### src/hdl/lcag_ram.sv
// Generic simple dual-port RAM, one write and one registered read port.
module lcag_ram #(
	parameter int unsigned DEPTH = 64,
	parameter int unsigned WIDTH = 64
) (
	input  logic                     clk,
	input  logic                     we,
	input  logic [$clog2(DEPTH)-1:0] waddr,
	input  logic [WIDTH-1:0]         wdata,
	input  logic [$clog2(DEPTH)-1:0] raddr,
	output logic [WIDTH-1:0]         rdata
);

	logic [WIDTH-1:0] mem [DEPTH];

	always_ff @(posedge clk) begin
		if (we) begin
			mem[waddr] <= wdata;
		end
	end

	always_ff @(posedge clk) begin
		rdata <= mem[raddr];
	end

endmodule

### config.mk
export PLATFORM = sky130hd
export DESIGN_NAME = lcag_ram
export DESIGN_NICKNAME = d
export VERILOG_FILES = /design/src/hdl/lcag_ram.sv
export SDC_FILE = /design/constraint.sdc
export NUM_CORES = 2
export LEC_CHECK = 0
export BUFFER_PORTS_ARGS = -buffer_cell sky130_fd_sc_hd__buf_2
export CAP_MARGIN = 20
export CORE_MARGIN = 2
export CORE_UTILIZATION = 35
export DETAILED_ROUTE_END_ITERATION = 12
export REMOVE_ABC_BUFFERS = 1
export SLEW_MARGIN = 20
export SYNTH_ARGS = -nofsm -noshare
export SYNTH_HDL_FRONTEND = slang
export SYNTH_SLANG_ARGS = --single-unit
### constraint.sdc
create_clock -name clk -period 6.2 [get_ports clk]
set_input_delay 0.93 -clock clk [delete_from_list [all_inputs] [get_ports clk]]
set_output_delay 0.93 -clock clk [all_outputs]
set_load 0.01 [all_outputs]
# Word-level counts from Yosys, hierarchy flattened
# Memory sizes are Yosys's and may differ from the RTL's. A register that Yosys moved wholly into a read port is not among the register bits.
# Cells that the tools add are included.
[totals]
elab_cells = 3
ff_bits = 0
memories = 1
ramBits = 4096
[memory_table]
columns = ["memory", "depth", "width", "read_ports", "rd_ports_with_merged_regs", "wr", "line", "rtl"]
rows = [
  ["mem", 64, 64, 1, 1, 1, "14", "logic [WIDTH-1:0] mem [DEPTH];"],
]
[op_classes]
mux = 2
[op_table]
columns = ["operator", "n"]
rows = [
  ["$mux 1", 2],
]

# Depth between registers and ports, before layout
[depth]
ltp_word = 2
depth_mapped = 9
mapped_depth_nobuf = 5

# Worst setup path before layout
# OpenSTA, ideal clock, no wires.
[synth_timing]
path_type = "input -> register"
start = "in waddr[3]"
end = "mem mem[48][0], enable pin"
arrival_ns = 5.802
t_required_ns = 5.636
path_stages = 4
setup_slack_ns = -0.166
n_path_buf = 1
cell_sequence = "clkbuf_1 > nor2b_1 > nand4b_1 > nor3_1"
[synth_lines]
columns = ["element", "line", "rtl"]
rows = [
  ["from (decl)", "8", "input logic [$clog2(DEPTH)-1:0] waddr,"],
  ["to (decl)", "14", ""],
]
# No word-level cell before the write port.

==> flow_metrics.tcl <==
set metrics [dict create \
    critPathMaxStageDelay_ns 0.70 \
    relSlewSlack_pct 23.5 \
    path_common_cell "buf_12" \
    drive_above_1_share_pct 28.3 \
    cp_data_arrival_time_ns 4.16 \
    design.core.area_mm2 0.445 \
    hold_buffers 0 \
    cap_violations 0 \
    seq_area_frac_synth_pct 79.5 \
    dpl.hpwl_um 228000 \
    place.gp.congestion 0.770 \
    area_growth_pct 14.8 \
    vias 75000 \
    die_area_mm2 0.452 \
    synth_top_area_cell "edfxtp_1" \
    rr_worst_depth 5 \
    clkTransAtPathRegs_ns 0.06 \
    cp.depth 8 \
    synth_edf_count 4096 \
    viasPerCell 5.63 \
    critPathMaxFanout 79 \
    slew_viol_final 0 \
    final_antenna_net_count 0 \
    outcome "finished clean" \
    p_total_mw 58.6 \
    antenna_found_initial 36 \
    dieWidth_um 672 \
    clk_latency_ns 0.97 \
    regToRegEndpoint "rdata[10]" \
    syn_inst 6598 \
    path_buf_inv 3 \
    endpoint_kind "register" \
    grt_max_degree 103 \
    finalClockSkew_ns 0.0750 \
    period_share_pct 54.8 \
    cts_root_buf "clkbuf_16" \
    clkSinkCount 4160 \
    clockBufferDepth 4 \
    ys_seq_elements 4160 \
    drc 0 \
    tightest_slew_ns 1.15 \
    cts_buffers 413 \
    endpoint "rdata[23]" \
    first_pass_iters 5 \
    grt_setup_unrepaired "false" \
    cp.required_ns 6.97 \
    final_cell_area_mm2 0.180 \
    rows 245 \
    cts_resized 0 \
    postSynthAreaPerCell_um2 23.7 \
    nets 7088 \
    synth_area_leaders "edfxtp_1 (79%), mux4_2 (15%), mux2i_1 (0.86%)" \
    post_drt_wl_per_cell_um 32.4 \
    grt_pass1_wl_um 602000 \
    min_period_ns 3.40 \
    synth_ff_type "edfxtp_1" \
    ios 142 \
    grt_overflow 0 \
    crit_type "in -> reg" \
    reg2reg_from "mem[13][10]" \
    setup_viol_count_final 0 \
    wirelength_um 431000 \
    hold_class "in -> reg" \
    ir_worst_vdd_uv 281 \
    path_delay_family "buffers and inverters" \
    cts-htree-levels 5 \
    grt_pass1_vias 76000 \
    io_buffers 141 \
    p_leak_nw 55.2 \
    ys_async_sr_fraction_pct 0 \
    drt_iter0_markers 10400 \
    yosysUniqueCellTypes 33 \
    hold_viol_final 0 \
    grt_util_all_layers_pct 18.7 \
    cpMaxStageDelayCell "a211oi_1" \
    synth_top_area_share_pct 78.7 \
    crit_chain "buf_8 > buf_12 > buf_12 > mux4_2 > mux2i_1 > o22ai_1 > a31oi_1 > a211oi_1" \
    worst_setup_path_start_kind "primary input" \
    cts_tree "yes" \
    synthesis.area_mm2 0.156 \
    timing.fmax_mhz 294 \
    cts_setup_buffers 0 \
    power.density_mw_per_mm2 326 \
    yosys_warnings 0 \
    place_area_mm2 0.166 \
    initial_core_util_pct 35.1 \
    die_y_um 672 \
    cp-startpoint "raddr[1]" \
    reg2reg_slack_ns 3.84 \
]
[where the power goes]
part / leakage [nW] / internal (mW) / switching [mW]
clock network: 6.52 / 14.0 / 10.6
registers: 37.4 / 31.1 / 0.139
logic: 11.2 / 0.987 / 1.71
total: 55.2 / 46.1 / 12.4
[cells in the final DEF, fill, tap and decap left out, types with 26 or more instances in the layout]
master,count
edfxtp_1,4096
mux4_2,1024
clkbuf_16,417
buf_4,172
a22oi_1,168
mux2i_1,135
clkbuf_1,109
buf_2,108
a22o_1,88
o22ai_1,83
buf_12,83
clkinv_1,73
clkinv_2,72
nor2_4,64
and3_1,64
dfxtp_1,64
a211oi_1,63
nand2_1,55
nor2_1,47
nand3_1,45
o221ai_1,38
clkbuf_8,36
or3_1,29
or2_2,28
bufinv_16,28
a41oi_1,26
[layout make-up]
class	count	area [µm²]
clock inverter	208	2020
multi-input combinational	2049	30800
inverter	19	71.3
antenna	21	52.6
sequential	4160	124000
tap	5928	7420
clock buffer	562	11300
fill	38600	266000
timing repair buffer	367	3580
[synth_stat cells, drive strengths merged (26+ instances only)]
cell type / count
a211oi: 63
clkbuf: 140
nand2: 58
a22oi: 168
o22ai: 83
mux2i: 135
a22o: 88
o221ai: 38
or2: 28
nor2: 112
a41oi: 26
and3: 64
nor2b: 28
buf: 230
dfxtp: 64
nand3: 45
or3: 29
mux4: 1024
edfxtp: 4096
[registers in the layout, summed over array words and instances (netlist names)]
name,cells
mem,4096
rdata,64
[per-stage QoR]
step                hold slack [ns]  setup WS (ns)  util [%]  TNS [ns]  std cells
floorplan                     0.788        -0.0297         -     -3.38       6228
global placement              0.845           1.80      37.3         0      12500
detailed placement            0.831           1.78      37.3         0      12500
CTS                           0.556           2.79      40.3         0      13300
global route                  0.363           2.76      40.3         0      13300
finish                        0.400           2.80      40.3         0      13300
[layer usage]
| metal | part of all wire [%] | GRT usage (%) | wire (µm) | vias up |
|---|---|---|---|---|
| met5 | 0.015 | 0 | 66 | - |
| met4 | 2.9 | 5.29 | 12500 | 12 |
| met3 | 8.0 | 2.86 | 34600 | 651 |
| met2 | 49 | 30.9 | 211000 | 3405 |
| met1 | 40 | 25.9 | 173000 | 41500 |
| li1 | - | - | - | 29400 |
[kinds of logic (layout without fill, tap and decap cells)]
kind of cell,Yosys count,in the layout,synth area share [%]
flops,4160,4160,79.5
buf+inv,389,1156,1.18
simple gates,386,386,1.24
other cells,0,21,0
compound gates,504,504,2.48
mux,1159,1159,15.6
[worst min-delay path by stage]
stage	start	end	cells after the start
after CTS	wdata[37]	mem[40][37]	2
after global placement	mem[30][61]	rdata[61]	4
after detailed placement	mem[30][61]	rdata[61]	4
after global routing	wdata[39]	mem[14][39]	1
after floorplan	mem[30][61]	rdata[61]	4
final	wdata[39]	mem[12][39]	1
Power figures use the tool's default switching activity.
