[src/hdl/lcag_pkg.sv]
// Shared constants and command codes for the life grid block.
package lcag_pkg;

	localparam int unsigned MAX_SIZE   = 64;
	localparam int unsigned MIN_SIZE   = 3;
	localparam int unsigned ROW_W      = $clog2(MAX_SIZE);
	localparam int unsigned SIZE_W     = $clog2(MAX_SIZE + 1);
	localparam int unsigned CNT_W      = 4;

	// B3/S23 neighbor counts
	localparam logic [CNT_W-1:0] BIRTH_COUNT   = CNT_W'(3);
	localparam logic [CNT_W-1:0] SURVIVE_COUNT = CNT_W'(2);

	typedef enum logic [1:0] {
		CMD_WRITE = 2'd0,
		CMD_STEP  = 2'd1,
		CMD_READ  = 2'd2,
		CMD_NONE  = 2'd3
	} cmd_t;

	typedef logic [MAX_SIZE-1:0] row_word_t;

endpackage

[src/hdl/lcag_row_rule.sv]
// Next-generation row of B3/S23 with column wrap, one lane per column.
module lcag_row_rule import lcag_pkg::*; (
	input  row_word_t        up,
	input  row_word_t        mid,
	input  row_word_t        dn,
	input  logic [ROW_W-1:0] n_m1,
	output row_word_t        nxt
);

	for (genvar c = 0; c < MAX_SIZE; c++) begin : g_lane
		localparam int unsigned CL = (c + MAX_SIZE - 1) % MAX_SIZE;
		localparam int unsigned CR = (c + 1) % MAX_SIZE;

		logic             first_col;
		logic             last_col;
		logic             ul, ur, ml, mr, dl, dr;
		logic [CNT_W-1:0] cnt;
		logic             rule;

		assign first_col = (c == 0);
		assign last_col  = (n_m1 == ROW_W'(c));

		// left neighbor of column 0 is the last active column, and back
		assign ul = first_col ? up[n_m1]  : up[CL];
		assign ml = first_col ? mid[n_m1] : mid[CL];
		assign dl = first_col ? dn[n_m1]  : dn[CL];
		assign ur = last_col  ? up[0]     : up[CR];
		assign mr = last_col  ? mid[0]    : mid[CR];
		assign dr = last_col  ? dn[0]     : dn[CR];

		assign cnt = CNT_W'(ul) + CNT_W'(up[c]) + CNT_W'(ur)
		           + CNT_W'(ml) + CNT_W'(mr)
		           + CNT_W'(dl) + CNT_W'(dn[c]) + CNT_W'(dr);

		assign rule = (cnt == BIRTH_COUNT) || (mid[c] && (cnt == SURVIVE_COUNT));

		// columns past the active square keep their value
		assign nxt[c] = (ROW_W'(c) <= n_m1) ? rule : mid[c];
	end

endmodule
[config.mk]
export PLATFORM = sky130hd
export DESIGN_NAME = lcag_row_rule
export DESIGN_NICKNAME = d
export VERILOG_FILES = /design/src/hdl/lcag_pkg.sv /design/src/hdl/lcag_row_rule.sv
export SDC_FILE = /design/constraint.sdc
export NUM_CORES = 1
export LEC_CHECK = 0
export ABC_AREA = 1
export BUFFER_PORTS_ARGS = -buffer_cell sky130_fd_sc_hd__buf_2
export CORE_MARGIN = 2
export CORE_UTILIZATION = 60
export DETAILED_ROUTE_END_ITERATION = 6
export PLACE_DENSITY_LB_ADDON = 0.08
export SLEW_MARGIN = 20
export SYNTH_ARGS = -nofsm -noshare
export SYNTH_HDL_FRONTEND = slang
export SYNTH_SLANG_ARGS = --single-unit
[constraint.sdc]
create_clock -name vclk -period 12.71
set_input_delay 1.271 -clock vclk [all_inputs]
set_output_delay 1.271 -clock vclk [all_outputs]
set_load 0.01 [all_outputs]
-- Word-level counts from Yosys, hierarchy flattened
Cells that the tools add are included.
- memory bits (writable): 0
- word-level logic and storage cells: 1091
- bits of input ports: 198
- memories kept: 0
- flip-flop bits (word level): 0
- latch bits: 0
- memory bits (read-only): 0
- output and inout bits: 64
- eq/ne operators: 190
- shift-type cells: 0
- div/mod/pow operators: 0
- $add $sub $neg: 448
- bitwise logic cells: 0
- order comparisons: 65
- multipliers: 0
- reduce and logical (&&, ||, !) cells: 129
- muxes and demuxes: 259
- operators by type and width (operator ; count):
    4-bit by 1-bit adder with 4-bit output ; 268
    4-bit by 2-bit == test with 1-bit output, second input constant ; 128
    1-bit 2-to-1 mux ; 256
    3-bit by 1-bit adder with 4-bit output ; 58
    6-bit <= comparator, first input constant ; 32
    6-bit == test, second input constant ; 31
    2-bit by 1-bit adder with 3-bit output ; 58
    1-bit by 1-bit adder with 2-bit output ; 64
    6-bit by 5-bit == test with 1-bit output, second input constant ; 16
    5-bit by 6-bit <= comparator with 1-bit output, first input constant ; 16
    1-bit logical AND ; 64
    1-bit logical OR ; 64
    6-bit by 4-bit == test with 1-bit output, second input constant ; 8
    4-bit by 6-bit <= comparator with 1-bit output, first input constant ; 8
    6-bit by 3-bit == test with 1-bit output, second input constant ; 4
    3-bit by 6-bit <= comparator with 1-bit output, first input constant ; 4
    1-bit binary-select mux with 6-bit select ; 3
    6-bit by 2-bit == test with 1-bit output, second input constant ; 2
    1-bit by 6-bit <= comparator with 1-bit output, first input constant ; 2
    2-bit by 6-bit <= comparator with 1-bit output, first input constant ; 2
    6-bit by 7-bit less-than comparator with 1-bit output, second input constant ; 1
    6-bit by 1-bit == test with 1-bit output, second input constant ; 1
    6-bit logical NOT ; 1

-- Depth between registers and ports, before layout
- depth in word-level cells: 13
- gate-level depth with buffers: 21
- depth with buffers taken out: 20

-- Least setup slack after synthesis
OpenSTA, ideal clock, no wires.
- path type: input port to output port
- start: input n_m1[2]
- end: output nxt[0]
- required time: 11.439 ns
- path slack: 6.673 ns
- stages: 17
- arrival: 4.766 ns
- path buffers: 1
- cells stage by stage: buf_4 > nor2_4 > inv_2 > nor2_1 > inv_1 > nor2_4 > nand2_1 > o21ai_0 > fa_1 > fa_1 > fa_1 > inv_1 > ha_1 > fa_1 > nand2_1 > a211oi_1 > o221a_2
- word-level cells in the longest chain between the ends: 13
- elaborated cells on any way between the ends: 23
- classes of those cells: add/sub (7); order compare (1); eq/ne (2); mux (10); reduce/logical (3)
- RTL lines (item ; line ; source):
    from (decl) ; lcag_row_rule.sv:6 ; input logic [ROW_W-1:0] n_m1,
    1-bit binary-select mux with 6-bit select ; -- ;
    1-bit 2-to-1 mux (not written as such) ; lcag_row_rule.sv:24 ; assign ul = first_col ? up[n_m1] : up[CL];
    1-bit by 1-bit adder with 2-bit output ; lcag_row_rule.sv:31 ; assign cnt = CNT_W'(ul) + CNT_W'(up[c]) + CNT_W'(ur)
    2-bit by 1-bit adder with 3-bit output ; lcag_row_rule.sv:31 ;
    3-bit by 1-bit adder with 4-bit output ; lcag_row_rule.sv:32 ; + CNT_W'(ml) + CNT_W'(mr)
    4-bit by 1-bit adder with 4-bit output ; lcag_row_rule.sv:32 ;
    4-bit by 1-bit adder with 4-bit output (3 in a row) ; lcag_row_rule.sv:33 ; + CNT_W'(dl) + CNT_W'(dn[c]) + CNT_W'(dr);
    4-bit by 2-bit == test with 1-bit output ; lcag_row_rule.sv:35 ; assign rule = (cnt == BIRTH_COUNT) || (mid[c] && (cnt == SURVIVE_COUNT));
    1-bit logical AND ; lcag_row_rule.sv:35 ;
    1-bit logical OR ; lcag_row_rule.sv:35 ;
    1-bit 2-to-1 mux (*) ; lcag_row_rule.sv:38 ; assign nxt[c] = (ROW_W'(c) <= n_m1) ? rule : mid[c];
    to (decl) ; lcag_row_rule.sv:7 ; output row_word_t nxt
Every way passes the cells marked *; elsewhere a longest branch is shown, timed or not. The select of a mux whose other input is x is not followed.

-- Worst setup path after layout
- start: input n_m1[0]
- end: output nxt[0]
The elaborated chain is that of the path after synthesis.

==> results summary <==
The die boundary width is 166 microns. The depth of the worst hold-timing path is 4. The slowest stage of the critical path belongs to the cell buf_4. The total setup buffers inserted after CTS is 0. By instance count, the cell type seen most on the critical path is nand2_1. The non-filler instance count after layout came out at 2896. The number of gates resized after CTS came out at 0.

The worst setup slack after layout is 5100 ps. In the finished layout, the clock tree contains a buffer count of 0. The count of warnings emitted by yosys is 0. The worst hold path begins at mid[38]. The sum of overflow across all layers after global routing is 0.

The max-cap violation count is 0. The tightest slew margin relative to the limit came out at 34.9%. Walking the worst path, the cells encountered are buf_2 > buf_4 > inv_2 > buf_4 > nand2_1 > nand2_1 > nand2_1 > nand2_1 > nand2_1 > nand2_1 > o21ai_0 > nand2_1 > nor2_1 > fa_1 > fa_1 > inv_1 > ha_1 > fa_1 > nand2_1 > a211oi_1 > o221a_2 > buf_2.

The register area share after synthesis came out at 0%. The height of the die came out at 166 microns. The count of placed standard cells including taps came out at 2891. The highest clock frequency the design can meet is 131 MHz. The shortest period the worst path allows came out at 7610 ps. The area used by multi-input combinational logic came out at 13800 sq um. In the layout the commonest cells are 708 x nand2_1, 423 x inv_1, 262 x buf_2, 256 x fa_1, 224 x o21ai_0. Leaving out fill and tap cells, the most frequent cell in the layout is nand2_1. The core area is 25800 sq um. The critical path endpoint category is a primary output. Entering global routing, the biggest net connects 52 pins.

The global-route usage over all layers came out at 36.4%. The transition time at the pin with the least slew margin is 976 ps. The first detailed-routing pass took 6 iterations. In this design, the stage delay of the slowest critical-path cell is 610 ps.

In this run, post-CTS hold repair placed 0 buffers. The residual DRC count came out at 0. The area enclosed by the die boundary is 27500 sq um. The effective utilization at floorplan came out at 60.7%. The final wirelength came out at 49600 microns. Counting every net in the synthesized netlist gives 2988. The area overhead of the layout relative to synthesis is 10.0%.

The sequential standard cell area came out at 0 sq um. Data on the critical path arrives at its endpoint at 6340 ps. The largest fanout on the critical path came out at 51.

The number of rows created at floorplan came out at 59. The post-route netlist has 12.3% of its cells at a drive strength greater than 1. A synthesized cell averages 6.70 sq um. In this run the count of I/O pins placed on the die edge is 262. The wire length of the first global-routing pass is 82000 microns. The worst setup slack after placement came out at 5160 ps. For this block, the via count after detailed routing is 16600.

The final-layout setup total negative slack came out at 0 ps. After the last flow step, the layout net total stands at 3204. The portion of the clock cycle consumed by the worst path in the final layout is 59.8%. The flow ran to the end, and the final reports show no timing, DRC or antenna violations. The post-DP HPWL came out at 40800 microns. Setup repair after global routing left no endpoint under its margin. The path with the worst hold slack has its endpoint at nxt[38]. The layout sequential cell count came out at 0. The wire length per cell is 17.1 microns. The worst setup path is launched from a primary input. The min-delay analysis places its worst path in the category in2out. Routability-driven placement finished with a final weighted congestion of 0.944. Setup violations remaining at the end of the flow were counted as 0. The count of antenna-violating nets left after detailed routing came out at 0. The distinct cell type count after synthesis came out at 38. The power density normalized to cell area is 66.8 nW/um^2. In the synthesized netlist, the number of instances is 2342. The standby leakage power came out at 9.63 nW.

Using the TritonRoute via totals, the vias-per-cell ratio works out to 5.72. The number of failing hold endpoints at the final stage came out at 0. The area of the mapped netlist is 15700 sq um. The critical path class is in2out.

The critical path required time is 11440 ps. The number of DRC violations after detailed-routing iteration 0 came out at 1272. The largest vdd supply drop came out at 46.1 uV.

The number of global-route vias before repair came out at 16600. The number of filler cells placed in the layout is 2458. The count of buffers from port buffering came out at 262. The initial antenna violation count came out at 5. The number of slew-limit violations in the final report is 0.
-- cell families after synthesis --
kind of cell,share of synthesized area (%)
adder cells (fa/ha/maj),48.0
XOR/XNOR,0.0558
multiplexers,0.191
buffers and inverters,12.2
AND/OR/NAND/NOR,24.8
AO/OA/AOI/OAI,14.8
-- per-layer routing --
metal | part of all wire [%] | GRT usage [%]
met5 | 0.026 | 0
met1 | 40 | 49.4
met2 | 46 | 59.8
met4 | 4.0 | 13.0
met3 | 10 | 5.19
-- cell usage after synthesis, types with 13 or more instances --
| library cell | n | share of area (%) |
|---|---|---|
| inv_2 | 14 | 0.33 |
| nand2_1 | 708 | 17 |
| o211ai_1 | 33 | 1.6 |
| inv_1 | 423 | 10 |
| nand3_1 | 88 | 2.8 |
| ha_1 | 192 | 15 |
| a31oi_1 | 18 | 0.72 |
| a21oi_1 | 91 | 2.9 |
| fa_1 | 256 | 33 |
| nor2_2 | 13 | 0.52 |
| clkbuf_1 | 30 | 0.72 |
| nor2_1 | 141 | 3.4 |
| buf_2 | 20 | 0.64 |
| o21ai_0 | 224 | 7.1 |
-- per-stage QoR --
stage | area, sq um | utilization [%] | hold WS (ps) | power (mW)
2_1_floorplan | 15700 | - | 2660 | 0.810
3_3_place_gp | 17200 | 66.7 | 2860 | 1.08
3_5_place_dp | 17200 | 66.7 | 2870 | 1.14
4_1_cts | 17200 | 66.7 | 2870 | 1.15
5_1_grt | 17200 | 66.8 | 2910 | 1.35
6_report | 17300 | 66.8 | 2880 | 1.15
-- critical path: cells and delay by family --
family,cells,cell delay [ps]
compound gates,3,590
simple gates,9,800
buf+inv,6,1970
fa+ha+maj,4,1610
-- worst max-delay path by stage --
stage / from / to / slack, ps
2_1_floorplan: n_m1[2] / nxt[0] / 6670
3_3_place_gp: n_m1[0] / nxt[0] / 5250
3_5_place_dp: n_m1[0] / nxt[0] / 5160
4_1_cts: n_m1[0] / nxt[0] / 5160
5_1_grt: n_m1[0] / nxt[0] / 4860
6_report: n_m1[0] / nxt[0] / 5100
-- final cells by class --
| class | instances | share of cell area (%) |
|---|---|---|
| repair buffers | 273 | 8.08 |
| well taps | 335 | 2.43 |
| multi-input cells | 1844 | 79.9 |
| inverters | 439 | 9.55 |
| diodes | 5 | 0.0725 |
-- power by group --
part,leakage [nW],total (mW),internal (mW),switching (mW)
sequential,0,0,0,0
combinational,9.63,1.15,0.480,0.672
clock,0.0000317,0.0000000527,0.0000000526,0
Power figures use the tool's default switching activity.
